<file path="config.mk">
export PLATFORM = sky130hd
export DESIGN_NAME = tile_glyph_blitter
export DESIGN_NICKNAME = d
export VERILOG_FILES = /design/src/tgb_pkg.sv /design/src/tgb_front.sv /design/src/tgb_queue.sv /design/src/tgb_back.sv /design/src/tile_glyph_blitter.sv
export SDC_FILE = /design/constraint.sdc
export NUM_CORES = 2
export LEC_CHECK = 0
export BUFFER_PORTS_ARGS = -buffer_cell sky130_fd_sc_hd__buf_2
export CORE_MARGIN = 4
export CORE_UTILIZATION = 25
export CTS_BUF_LIST = sky130_fd_sc_hd__clkbuf_2 sky130_fd_sc_hd__clkbuf_4 sky130_fd_sc_hd__clkbuf_8
export DETAILED_ROUTE_END_ITERATION = 8
export SKIP_LAST_GASP = 1
export SLEW_MARGIN = 0
export SYNTH_ARGS = -nofsm -noshare
export SYNTH_HDL_FRONTEND = slang
export SYNTH_SLANG_ARGS = --single-unit
</file>
<file path="constraint.sdc">
create_clock -name i_clk -period 12 [get_ports i_clk]
set_input_delay 1.8 -clock i_clk [delete_from_list [all_inputs] [get_ports i_clk]]
set_output_delay 1.8 -clock i_clk [all_outputs]
set_load 0.005 [all_outputs]
</file>
<file path="src/tgb_pkg.sv">
// ----------------------------------------------------------------------------
// Tile glyph blitter package
// Shared types and constants: tile descriptor, configuration set and
// register index codes.
// ----------------------------------------------------------------------------
package tgb_pkg;

    localparam int TILE_SIZE  = 8;
    localparam int TILE_SHIFT = $clog2(TILE_SIZE);
    localparam int PIX_CNT_W  = 2 * TILE_SHIFT;
    localparam int POS_W      = 13;
    localparam int BASE_W     = POS_W + TILE_SHIFT;
    localparam int CALC_W     = 24;
    localparam int COLOR_W    = 32;
    localparam int ADDR_W     = 20;
    localparam int SPAN_W     = 5;
    localparam int CFG_IDX_W  = 3;
    localparam int CFG_DATA_W = 11;

    // One accepted tile, position already converted to screen pixels.
    typedef struct packed {
        logic [TILE_SIZE-1:0][TILE_SIZE-1:0] rows;
        logic [COLOR_W-1:0]                  fg_color;
        logic [COLOR_W-1:0]                  bg_color;
        logic signed [BASE_W-1:0]            base_x;
        logic signed [BASE_W-1:0]            base_y;
    } t_tile;

    typedef struct packed {
        logic [10:0] clip_left;
        logic [9:0]  clip_top;
        logic [10:0] clip_right;
        logic [9:0]  clip_bottom;
        logic [4:0]  scale_w;
        logic [4:0]  scale_h;
        logic        transparent_bg;
        logic        grid_mode;
    } t_cfg;

    typedef enum logic [CFG_IDX_W-1:0] {
        CFG_CLIP_LEFT      = 3'd0,
        CFG_CLIP_TOP       = 3'd1,
        CFG_CLIP_RIGHT     = 3'd2,
        CFG_CLIP_BOTTOM    = 3'd3,
        CFG_SCALE_W        = 3'd4,
        CFG_SCALE_H        = 3'd5,
        CFG_TRANSPARENT_BG = 3'd6,
        CFG_GRID_MODE      = 3'd7
    } t_cfg_index;

endpackage

</file>
<file path="src/tgb_front.sv">
// ----------------------------------------------------------------------------
// Tile glyph blitter front end
// Accepts tile items, resolves the grid position to pixels and hands the
// tile descriptor to the queue.
// ----------------------------------------------------------------------------
module tgb_front
    import tgb_pkg::*;
(
    input  logic                                i_clk,
    input  logic                                i_rst_n,
    input  logic                                i_grid_mode,
    input  logic                                i_in_valid,
    output logic                                o_in_stall,
    input  logic [TILE_SIZE-1:0][TILE_SIZE-1:0] i_rows,
    input  logic [COLOR_W-1:0]                  i_fg_color,
    input  logic [COLOR_W-1:0]                  i_bg_color,
    input  logic signed [POS_W-1:0]             i_tile_x,
    input  logic signed [POS_W-1:0]             i_tile_y,
    output logic                                o_push,
    output t_tile                               o_tile,
    input  logic                                i_queue_full
);

    logic  r_valid;
    logic  n_valid;
    t_tile r_tile;
    t_tile n_tile;
    logic  accept;

    assign o_in_stall = r_valid && i_queue_full;
    assign accept     = i_in_valid && !o_in_stall;
    assign o_push     = r_valid && !i_queue_full;
    assign o_tile     = r_tile;

    always_comb begin
        n_tile.rows     = i_rows;
        n_tile.fg_color = i_fg_color;
        n_tile.bg_color = i_bg_color;
        if (i_grid_mode) begin
            n_tile.base_x = $signed({i_tile_x, {TILE_SHIFT{1'b0}}});
            n_tile.base_y = $signed({i_tile_y, {TILE_SHIFT{1'b0}}});
        end else begin
            n_tile.base_x = BASE_W'(i_tile_x);
            n_tile.base_y = BASE_W'(i_tile_y);
        end
    end

    always_comb begin
        if (accept) begin
            n_valid = 1'b1;
        end else if (o_push) begin
            n_valid = 1'b0;
        end else begin
            n_valid = r_valid;
        end
    end

    always_ff @(posedge i_clk) begin
        if (!i_rst_n) begin
            r_valid <= 1'b0;
        end else begin
            r_valid <= n_valid;
        end
    end

    always_ff @(posedge i_clk) begin
        if (accept) begin
            r_tile <= n_tile;
        end
    end

endmodule

</file>
<file path="src/tgb_queue.sv">
// ----------------------------------------------------------------------------
// Tile glyph blitter queue
// Two-entry queue of tile descriptors between front end and pixel engine.
// ----------------------------------------------------------------------------
module tgb_queue
    import tgb_pkg::*;
(
    input  logic  i_clk,
    input  logic  i_rst_n,
    input  logic  i_push,
    input  t_tile i_tile,
    output logic  o_full,
    input  logic  i_pop,
    output logic  o_valid,
    output t_tile o_tile
);

    t_tile      r_entry [2];
    logic       r_wptr;
    logic       r_rptr;
    logic [1:0] r_count;
    logic [1:0] n_count;

    assign o_full  = (r_count == 2'd2);
    assign o_valid = (r_count != 2'd0);
    assign o_tile  = r_entry[r_rptr];

    always_comb begin
        n_count = r_count;
        if (i_push && !(i_pop && o_valid)) begin
            n_count = r_count + 2'd1;
        end else if (!i_push && i_pop && o_valid) begin
            n_count = r_count - 2'd1;
        end
    end

    always_ff @(posedge i_clk) begin
        if (!i_rst_n) begin
            r_wptr  <= 1'b0;
            r_rptr  <= 1'b0;
            r_count <= 2'd0;
        end else begin
            r_count <= n_count;
            if (i_push) begin
                r_wptr <= !r_wptr;
            end
            if (i_pop && o_valid) begin
                r_rptr <= !r_rptr;
            end
        end
    end

    always_ff @(posedge i_clk) begin
        if (i_push) begin
            r_entry[r_wptr] <= i_tile;
        end
    end

endmodule

</file>
<file path="src/tgb_back.sv">
// ----------------------------------------------------------------------------
// Tile glyph blitter pixel engine
// Walks the 64 pixels of a tile through a three-stage pipeline: scale
// multiply, clip, address multiply. The last stage is the result register.
// ----------------------------------------------------------------------------
module tgb_back
    import tgb_pkg::*;
#(
    parameter int SCREEN_WIDTH  = 1280,
    parameter int SCREEN_HEIGHT = 720
) (
    input  logic               i_clk,
    input  logic               i_rst_n,
    input  t_cfg               i_cfg,
    input  logic               i_queue_valid,
    input  t_tile              i_tile,
    output logic               o_pop,
    output logic               o_out_valid,
    input  logic               i_out_stall,
    output logic [ADDR_W-1:0]  o_write_addr,
    output logic [COLOR_W-1:0] o_write_color,
    output logic [SPAN_W-1:0]  o_span_w,
    output logic [SPAN_W-1:0]  o_span_h,
    output logic               o_write_en,
    output logic               o_last
);

    localparam int XW = $clog2((SCREEN_WIDTH > 2047 ? SCREEN_WIDTH : 2047) + 1);
    localparam int YW = $clog2((SCREEN_HEIGHT > 1023 ? SCREEN_HEIGHT : 1023) + 1);
    localparam int AW = (XW + YW + 1 > ADDR_W) ? XW + YW + 1 : ADDR_W;
    localparam int PX_W   = BASE_W + 1;
    localparam int PROD_W = PX_W + 6;

    // Current tile and pixel counter.
    t_tile                r_tile;
    logic                 r_busy;
    logic                 n_busy;
    logic [PIX_CNT_W-1:0] r_cnt;
    logic                 adv;
    logic                 cnt_end;

    // Stage A: scaled offsets.
    logic                     r_a_valid;
    logic signed [PROD_W-1:0] r_a_prod_x;
    logic signed [PROD_W-1:0] r_a_prod_y;
    logic                     r_a_set;
    logic [COLOR_W-1:0]       r_a_color;
    logic                     r_a_last;

    // Stage B: clipped rectangle.
    logic               r_b_valid;
    logic               r_b_en;
    logic [XW-1:0]      r_b_sx;
    logic [YW-1:0]      r_b_sy;
    logic [SPAN_W-1:0]  r_b_w;
    logic [SPAN_W-1:0]  r_b_h;
    logic [COLOR_W-1:0] r_b_color;
    logic               r_b_last;

    // Stage A combinational.
    logic [TILE_SHIFT-1:0]  col;
    logic [TILE_SHIFT-1:0]  row;
    logic signed [PX_W-1:0] px;
    logic signed [PX_W-1:0] py;
    logic                   pix_set;

    // Stage B combinational.
    logic signed [CALC_W-1:0] ax;
    logic signed [CALC_W-1:0] bx;
    logic signed [CALC_W-1:0] ay;
    logic signed [CALC_W-1:0] by;
    logic signed [CALC_W-1:0] lo_x;
    logic signed [CALC_W-1:0] hi_x;
    logic signed [CALC_W-1:0] lo_y;
    logic signed [CALC_W-1:0] hi_y;
    logic signed [CALC_W-1:0] ax_cl;
    logic signed [CALC_W-1:0] bx_cl;
    logic signed [CALC_W-1:0] ay_cl;
    logic signed [CALC_W-1:0] by_cl;
    logic signed [CALC_W-1:0] dx;
    logic signed [CALC_W-1:0] dy;
    logic                     w_pos;
    logic                     h_pos;

    // Stage C combinational.
    logic [AW-1:0] addr_full;

    assign adv     = !o_out_valid || !i_out_stall;
    assign cnt_end = (r_cnt == {PIX_CNT_W{1'b1}});
    assign o_pop   = adv && i_queue_valid && (!r_busy || cnt_end);

    always_comb begin
        if (o_pop) begin
            n_busy = 1'b1;
        end else if (adv && cnt_end) begin
            n_busy = 1'b0;
        end else begin
            n_busy = r_busy;
        end
    end

    always_ff @(posedge i_clk) begin
        if (!i_rst_n) begin
            r_busy    <= 1'b0;
            r_cnt     <= '0;
            r_a_valid <= 1'b0;
            r_b_valid <= 1'b0;
            o_out_valid <= 1'b0;
        end else begin
            r_busy <= n_busy;
            if (adv) begin
                r_a_valid   <= r_busy;
                r_b_valid   <= r_a_valid;
                o_out_valid <= r_b_valid;
                if (r_busy) begin
                    r_cnt <= r_cnt + 1'b1;
                end
            end
        end
    end

    always_ff @(posedge i_clk) begin
        if (o_pop) begin
            r_tile <= i_tile;
        end
    end

    // Stage A: pixel select and scale multiply.
    assign row     = r_cnt[PIX_CNT_W-1:TILE_SHIFT];
    assign col     = r_cnt[TILE_SHIFT-1:0];
    assign pix_set = r_tile.rows[row][~col];
    assign px      = PX_W'(r_tile.base_x) + $signed({1'b0, col});
    assign py      = PX_W'(r_tile.base_y) + $signed({1'b0, row});

    always_ff @(posedge i_clk) begin
        if (adv) begin
            r_a_prod_x <= px * $signed({1'b0, i_cfg.scale_w});
            r_a_prod_y <= py * $signed({1'b0, i_cfg.scale_h});
            r_a_set    <= pix_set;
            r_a_color  <= pix_set ? r_tile.fg_color : r_tile.bg_color;
            r_a_last   <= cnt_end;
        end
    end

    // Stage B: place the rectangle and intersect it with the clip window.
    always_comb begin
        lo_x = CALC_W'($signed({1'b0, i_cfg.clip_left}));
        lo_y = CALC_W'($signed({1'b0, i_cfg.clip_top}));
        if (CALC_W'($signed({1'b0, i_cfg.clip_right})) < CALC_W'(SCREEN_WIDTH)) begin
            hi_x = CALC_W'($signed({1'b0, i_cfg.clip_right}));
        end else begin
            hi_x = CALC_W'(SCREEN_WIDTH);
        end
        if (CALC_W'($signed({1'b0, i_cfg.clip_bottom})) < CALC_W'(SCREEN_HEIGHT)) begin
            hi_y = CALC_W'($signed({1'b0, i_cfg.clip_bottom}));
        end else begin
            hi_y = CALC_W'(SCREEN_HEIGHT);
        end
        ax    = CALC_W'(r_a_prod_x) + lo_x;
        ay    = CALC_W'(r_a_prod_y) + lo_y;
        bx    = ax + CALC_W'($signed({1'b0, i_cfg.scale_w}));
        by    = ay + CALC_W'($signed({1'b0, i_cfg.scale_h}));
        ax_cl = (ax < lo_x) ? lo_x : ax;
        ay_cl = (ay < lo_y) ? lo_y : ay;
        bx_cl = (bx > hi_x) ? hi_x : bx;
        by_cl = (by > hi_y) ? hi_y : by;
        dx    = bx_cl - ax_cl;
        dy    = by_cl - ay_cl;
        w_pos = (dx > 0);
        h_pos = (dy > 0);
    end

    always_ff @(posedge i_clk) begin
        if (adv) begin
            r_b_en    <= w_pos && h_pos && (r_a_set || !i_cfg.transparent_bg);
            r_b_sx    <= ax_cl[XW-1:0];
            r_b_sy    <= ay_cl[YW-1:0];
            r_b_w     <= w_pos ? dx[SPAN_W-1:0] : '0;
            r_b_h     <= h_pos ? dy[SPAN_W-1:0] : '0;
            r_b_color <= r_a_color;
            r_b_last  <= r_a_last;
        end
    end

    // Stage C: frame buffer address, disabled results read as zero.
    assign addr_full = AW'(r_b_sy) * AW'(SCREEN_WIDTH) + AW'(r_b_sx);

    always_ff @(posedge i_clk) begin
        if (adv) begin
            o_write_en    <= r_b_en;
            o_last        <= r_b_last;
            o_write_addr  <= r_b_en ? addr_full[ADDR_W-1:0] : '0;
            o_write_color <= r_b_en ? r_b_color : '0;
            o_span_w      <= r_b_en ? r_b_w : '0;
            o_span_h      <= r_b_en ? r_b_h : '0;
        end
    end

endmodule

</file>
<file path="src/tile_glyph_blitter.sv">
// ----------------------------------------------------------------------------
// Tile glyph blitter
// Expands one 8x8 one-bit tile into 64 clipped, scaled pixel rectangle writes.
// ----------------------------------------------------------------------------
// Usage:
//   The input channel (i_in_valid / o_in_stall) takes one tile item: eight
//   row bytes, foreground and background colors and a tile position. The
//   result channel (o_out_valid / i_out_stall) gives 64 items per tile, one
//   per pixel, row 0 first and bit 7 first within a row; o_last marks the
//   64th. Each carries a clipped rectangle, its frame buffer address and
//   its color; o_write_en is low for skipped or fully clipped pixels, and
//   then all other fields except o_last are zero.
//   Throughput is one result per cycle while the result side does not stall;
//   a tile occupies the pixel engine until its counter has walked all 64
//   pixels, and tiles follow each other with no gap while the queue holds
//   the next one. On the way to its first result a tile enters the front
//   register at the accepting edge, then passes the queue, the tile load,
//   scale multiply, clip and address stages. The user must write registers
//   on the config channel (i_cfg_valid / o_cfg_ready, always ready) only while
//   the block is idle; the block itself does not enforce this. Reset empties
//   the front register, the queue and the pipeline and loads the register
//   defaults. A stall on the result side freezes the whole pixel pipeline;
//   the front end and the two-entry queue still take up to three further tiles.
// ----------------------------------------------------------------------------
module tile_glyph_blitter
    import tgb_pkg::*;
#(
    parameter int SCREEN_WIDTH  = 1280,
    parameter int SCREEN_HEIGHT = 720
) (
    input  logic                  i_clk,
    input  logic                  i_rst_n,
    // Configuration write channel.
    input  logic                  i_cfg_valid,
    output logic                  o_cfg_ready,
    input  logic [CFG_IDX_W-1:0]  i_cfg_index,
    input  logic [CFG_DATA_W-1:0] i_cfg_data,
    // Tile input channel.
    input  logic                  i_in_valid,
    output logic                  o_in_stall,
    input  logic [7:0]            i_row0_bits,
    input  logic [7:0]            i_row1_bits,
    input  logic [7:0]            i_row2_bits,
    input  logic [7:0]            i_row3_bits,
    input  logic [7:0]            i_row4_bits,
    input  logic [7:0]            i_row5_bits,
    input  logic [7:0]            i_row6_bits,
    input  logic [7:0]            i_row7_bits,
    input  logic [COLOR_W-1:0]    i_fg_color,
    input  logic [COLOR_W-1:0]    i_bg_color,
    input  logic signed [POS_W-1:0] i_tile_x,
    input  logic signed [POS_W-1:0] i_tile_y,
    // Pixel result channel.
    output logic                  o_out_valid,
    input  logic                  i_out_stall,
    output logic [ADDR_W-1:0]     o_write_addr,
    output logic [COLOR_W-1:0]    o_write_color,
    output logic [SPAN_W-1:0]     o_span_w,
    output logic [SPAN_W-1:0]     o_span_h,
    output logic                  o_write_en,
    output logic                  o_last
);

    t_cfg                                r_cfg;
    logic [TILE_SIZE-1:0][TILE_SIZE-1:0] rows;
    logic                                push;
    t_tile                               front_tile;
    logic                                queue_full;
    logic                                queue_valid;
    t_tile                               queue_tile;
    logic                                pop;

    // The register file never back-pressures.
    assign o_cfg_ready = 1'b1;

    always_ff @(posedge i_clk) begin
        if (!i_rst_n) begin
            r_cfg.clip_left      <= 11'd0;
            r_cfg.clip_top       <= 10'd0;
            r_cfg.clip_right     <= 11'd1280;
            r_cfg.clip_bottom    <= 10'd720;
            r_cfg.scale_w        <= 5'd1;
            r_cfg.scale_h        <= 5'd1;
            r_cfg.transparent_bg <= 1'b0;
            r_cfg.grid_mode      <= 1'b0;
        end else if (i_cfg_valid && o_cfg_ready) begin
            unique case (t_cfg_index'(i_cfg_index))
                CFG_CLIP_LEFT: begin
                    r_cfg.clip_left <= i_cfg_data[10:0];
                end
                CFG_CLIP_TOP: begin
                    r_cfg.clip_top <= i_cfg_data[9:0];
                end
                CFG_CLIP_RIGHT: begin
                    r_cfg.clip_right <= i_cfg_data[10:0];
                end
                CFG_CLIP_BOTTOM: begin
                    r_cfg.clip_bottom <= i_cfg_data[9:0];
                end
                CFG_SCALE_W: begin
                    r_cfg.scale_w <= i_cfg_data[4:0];
                end
                CFG_SCALE_H: begin
                    r_cfg.scale_h <= i_cfg_data[4:0];
                end
                CFG_TRANSPARENT_BG: begin
                    r_cfg.transparent_bg <= i_cfg_data[0];
                end
                CFG_GRID_MODE: begin
                    r_cfg.grid_mode <= i_cfg_data[0];
                end
            endcase
        end
    end

    // Row r of the tile sits at index r of the packed row array.
    assign rows[0] = i_row0_bits;
    assign rows[1] = i_row1_bits;
    assign rows[2] = i_row2_bits;
    assign rows[3] = i_row3_bits;
    assign rows[4] = i_row4_bits;
    assign rows[5] = i_row5_bits;
    assign rows[6] = i_row6_bits;
    assign rows[7] = i_row7_bits;

    // Front end: takes the tile and converts a grid position to pixels.
    tgb_front u_front (
        .i_clk        (i_clk),
        .i_rst_n      (i_rst_n),
        .i_grid_mode  (r_cfg.grid_mode),
        .i_in_valid   (i_in_valid),
        .o_in_stall   (o_in_stall),
        .i_rows       (rows),
        .i_fg_color   (i_fg_color),
        .i_bg_color   (i_bg_color),
        .i_tile_x     (i_tile_x),
        .i_tile_y     (i_tile_y),
        .o_push       (push),
        .o_tile       (front_tile),
        .i_queue_full (queue_full)
    );

    // Queue: lets the front end keep taking tiles while pixels drain.
    tgb_queue u_queue (
        .i_clk   (i_clk),
        .i_rst_n (i_rst_n),
        .i_push  (push),
        .i_tile  (front_tile),
        .o_full  (queue_full),
        .i_pop   (pop),
        .o_valid (queue_valid),
        .o_tile  (queue_tile)
    );

    // Pixel engine: one pixel rectangle per cycle while the result side does not stall.
    tgb_back #(
        .SCREEN_WIDTH  (SCREEN_WIDTH),
        .SCREEN_HEIGHT (SCREEN_HEIGHT)
    ) u_back (
        .i_clk         (i_clk),
        .i_rst_n       (i_rst_n),
        .i_cfg         (r_cfg),
        .i_queue_valid (queue_valid),
        .i_tile        (queue_tile),
        .o_pop         (pop),
        .o_out_valid   (o_out_valid),
        .i_out_stall   (i_out_stall),
        .o_write_addr  (o_write_addr),
        .o_write_color (o_write_color),
        .o_span_w      (o_span_w),
        .o_span_h      (o_span_h),
        .o_write_en    (o_write_en),
        .o_last        (o_last)
    );

endmodule
</file>
==> summary.md <==
| Metric | Value |
|---|---|
| Relative slew slack | `0.234` |
| Worst path required time | `approximately 13 ns` |
| Leftover overflow at the end of global routing | `0` |
| Actual transition at the worst max-transition pin | `approximately 1.1 ns` |
| TritonCTS clock tree | `built` |
| Average wire per cell in the routed design | `approximately 16 µm` |
| Crit Reg-Reg Endpoint | `u_back.r_b_h[3]` |
| Final hold violations | `0` |
| Cell with the biggest individual delay on the critical path | `o311ai_0` |
| Number of clock sinks | `slightly above 900` |
| Post-synthesis cell type count | `95` |
| Clock latency on the worst-skew pair | `0.91 ns` |
| Final core utilization | `0.294` |
| Area share of the largest cell type after synthesis | `0.556` |
| CTS Buf Count | `163` |
| Number of standard-cell rows in the floorplan | `between 150 and 200` |
| Post-synth EDFFs | `approximately 850` |
| Number of max-cap violations | `0` |
| Ranking of synthesized cells by area | `edfxtp_1, ha_1, mux2_2, fa_1, dfxtp_1` |
| Highest-count cells in the layout ignoring fill and taps | `edfxtp_1, nand2_1, buf_2` |
| Pleak | `~20 nW` |
| Setup repair after global routing missed its margin | `false` |
| Setup TNS | `0 ns` |
| Worst Clk Skew | `between 0.06 and 0.07 ns` |
| Vias per cell | `roughly 4.3` |
| GPL Wtd Cong | `between 0.8 and 0.9` |
| Crit path arrival time | `~9.1 ns` |
| Fraction of registers with async set or reset after synthesis | `0` |
| Mapped cell area | `~46000 µm²` |
| Hpwl dp | `approximately 72000 µm` |
| Top_reg_cell synth | `edfxtp_1` |
| Kind of end point of the critical path | `flop` |
| Detailed router's first-iteration violation count | `1404` |
| Most frequent standard cell in the layout excluding fill and tap cells | `edfxtp_1` |
| Worst slack on hold paths | `about 0.41 ns` |
| Area of combinational cells with multiple inputs | `between 15000 and 20000 µm²` |
| Fraction of the cycle the final worst path needs | `0.706` |
| Remaining routing DRC violations | `0` |
| Number of setup buffers added after CTS | `0` |
| Total Nets Final | `approximately 4200` |
| VDD IR-drop max | `approximately 0.20 mV` |
| Power Density | `237 nW/µm²` |
| Layout cells sized above 1 | `0.214` |
| Hold wc startpoint | `u_back.r_a_color[31]` |
| First-pass DRT Iterations | `5` |
| I/O pin count | `240` |
| Setup slack of the most critical reg-to-reg path | `between 3 and 4 ns` |
| Final wirelength | `just over 100000 µm` |
| Initial core utilization | `0.253` |
| Beginning of the worst register-to-register path | `r_cfg[33]` |
| Post-cts sizing count | `0` |
| Mapped Nets | `about 4000` |
| # placed instances | `between 5000 and 6000` |
| Residual antenna-violating net count after detailed routing | `0` |
| Final standard cell count with taps included and fillers excluded | `about 6200` |
| Part of the Yosys area used for sequential elements | `0.586` |
| Hold-critical path endpoint | `u_back.r_b_color[31]` |
| Core footprint | `around 180000 µm²` |
| H-Tree Level Count | `4` |
| Area used by sequential logic in the layout | `between 20000 and 30000 µm²` |
| Run status | `finished, final reports clean` |
| Die height | `approximately 440 µm` |
| Crit Path Category | `flop to flop` |
| Number of buffers inserted by hold repair at cts | `0` |
| Kind of start point of the critical path | `flop` |
| Highest Clock Rate | `118 MHz` |
| CTS clk-pin slew, worst paths | `about 0.070 ns` |
| Antenna violations before repair | `23` |
| Filler cell count in the final layout | `roughly 18000` |
| Global router's overall resource usage | `0.107` |
| Post-synthesis area per instance | `around 14 µm²` |
| Max-slew violation count | `0` |
| Post-Layout Inst Area | `around 53000 µm²` |
| Longest Clk Path Bufs | `3` |
| Register bit count reported by yosys | `just over 900` |
| Final critical delay including setup and external delays | `roughly 8.5 ns` |
| Ys Warns | `0` |
| CP max stage delay | `0.59 ns` |
| Cells after synthesis | `~3400` |
| CTS root buffer | `clkbuf_8` |
| Cell Area, Placed | `49900 µm²` |
| Width of the die | `approximately 440 µm` |
| Maximum net fanout on the critical path | `10` |
| Depth of the worst register-to-register path | `31` |
| Total of endpoints with negative setup slack in the final report | `0` |
| Post-synth top area cell | `edfxtp_1` |
| Buffering stage count on the worst path with inverters included | `2` |
| First-pass GRT wire length | `roughly 160000 µm` |
| Count of input and output buffers | `between 200 and 250` |
| Number of instances on the worst hold path | `0` |
| Largest delay share family, worst path | `compound AO/OA/AOI/OAI gates` |
| Hold/Removal Path Class | `flop to flop` |
| Die area | `about 190000 µm²` |
| Largest net degree at the start of global routing | `between 100 and 150` |
| Vias in the first global route | `27600` |
| Via count | `between 20000 and 30000` |
| Layout Area Growth over Synthesis | `16.3%` |
cells in the mapped netlist (19+ instances only):
master	count
a211oi_1	25
nand4_1	27
o21ai_0	53
fa_1	114
inv_1	211
nor2b_1	38
xor2_1	64
or2_2	19
nor2_1	153
ha_1	233
a21o_1	45
xnor2_1	130
nand2_1	286
and3_1	20
mux2i_1	28
nand3_1	50
clkbuf_1	82
nor3_1	42
mux2_2	224
mux4_2	21
a21oi_1	159
nand2b_1	46
and2_1	167
edfxtp_1	849
dfxtp_1	69
metal layers:
metal / vias to the layer above / GRT usage / wire, µm
met5: - / 0 / 0
met4: 0 / 0.0404 / 2980
met3: 185 / 0.0218 / 4460
met2: 568 / 0.176 / 48400
met1: 12800 / 0.138 / 46400
li1: 13000 / - / -
how the worst max path moves through the flow:
| stage | startpoint | endpoint | slack (ns) | cells after the start |
|---|---|---|---|---|
| after detailed placement | r_cfg[33] | u_back.r_b_h[3] | 3.63 | 31 |
| final | r_cfg[33] | u_back.r_b_h[3] | 3.53 | 31 |
| after floorplan | i_out_stall | u_back.r_tile[0] | 1.22 | 5 |
| after CTS | r_cfg[33] | u_back.r_b_h[3] | 3.62 | 31 |
| after global placement | r_cfg[33] | u_back.r_b_en | 3.74 | 31 |
| after global routing | r_cfg[33] | u_back.r_b_h[1] | 2.62 | 31 |
power by group:
| group | switching [mW] | internal [mW] | total (mW) |
|---|---|---|---|
| clock network | 1.37 | 1.68 | 3.05 |
| registers | 0.324 | 4.51 | 4.84 |
| logic | 2.77 | 2.00 | 4.77 |
| total | 4.47 | 8.19 | 12.7 |
metrics by stage:
| step | setup slack, ns | power, mW |
|---|---|---|
| 6_report | 3.53 | 12.7 |
| 5_1_grt | 2.62 | 13.6 |
| 4_1_cts | 3.62 | 12.9 |
| 3_3_place_gp | 3.74 | 9.68 |
| 3_5_place_dp | 3.63 | 9.72 |
| 2_1_floorplan | 1.22 | 8.44 |
state kept, by name, indices dropped and copies added, names as in the netlist, 2 cells and up:
| name | cells |
|---|---|
| u_back.o_span_w | 5 |
| u_back.r_b_h | 5 |
| u_back.r_b_w | 5 |
| u_back.r_a_prod_x | 23 |
| u_back.o_write_addr | 20 |
| u_back.r_a_prod_y | 23 |
| u_front.o_tile | 160 |
| u_back.r_b_color | 32 |
| u_back.r_b_sx | 11 |
| u_back.r_tile | 160 |
| u_back.r_cnt | 6 |
| u_back.r_a_color | 32 |
| u_back.o_span_h | 5 |
| u_queue.r_entry | 320 |
| u_back.o_write_color | 32 |
| u_back.r_b_sy | 10 |
| r_cfg | 54 |
| u_queue.r_count | 2 |
worst register-to-register path, delay by kind of cell, from the launching register on:
family                   cells  cell delay [ns]
AO/OA/AOI/OAI               14             3.92
multiplexers                 1             0.14
adder cells (fa/ha/maj)      5             1.64
AND/OR/NAND/NOR              8             1.72
XOR/XNOR                     1             0.17
buffers and inverters        2             0.27
flip-flops                   1             0.34
logic make-up (layout without fill, tap and decap cells):
family	count (synthesis)	after routing	synth area share
AO/OA/AOI/OAI	447	447	0.0651
XOR/XNOR	197	197	0.0385
adder cells (fa/ha/maj)	347	347	0.113
buffers and inverters	305	773	0.0254
flip-flops	918	918	0.586
multiplexers	276	276	0.0723
other	1	12	0.0000818
AND/OR/NAND/NOR	902	902	0.0993
cell type report:
cell class	count	share of cell area
antenna	11	0.000516
sequential	918	0.504
inverter	212	0.0152
multi-input combinational	2170	0.335
tap	2370	0.0556
timing repair buffer	258	0.0254
clock buffer	210	0.0491
clock inverter	93	0.0156
Power figures use the tool's default switching activity.
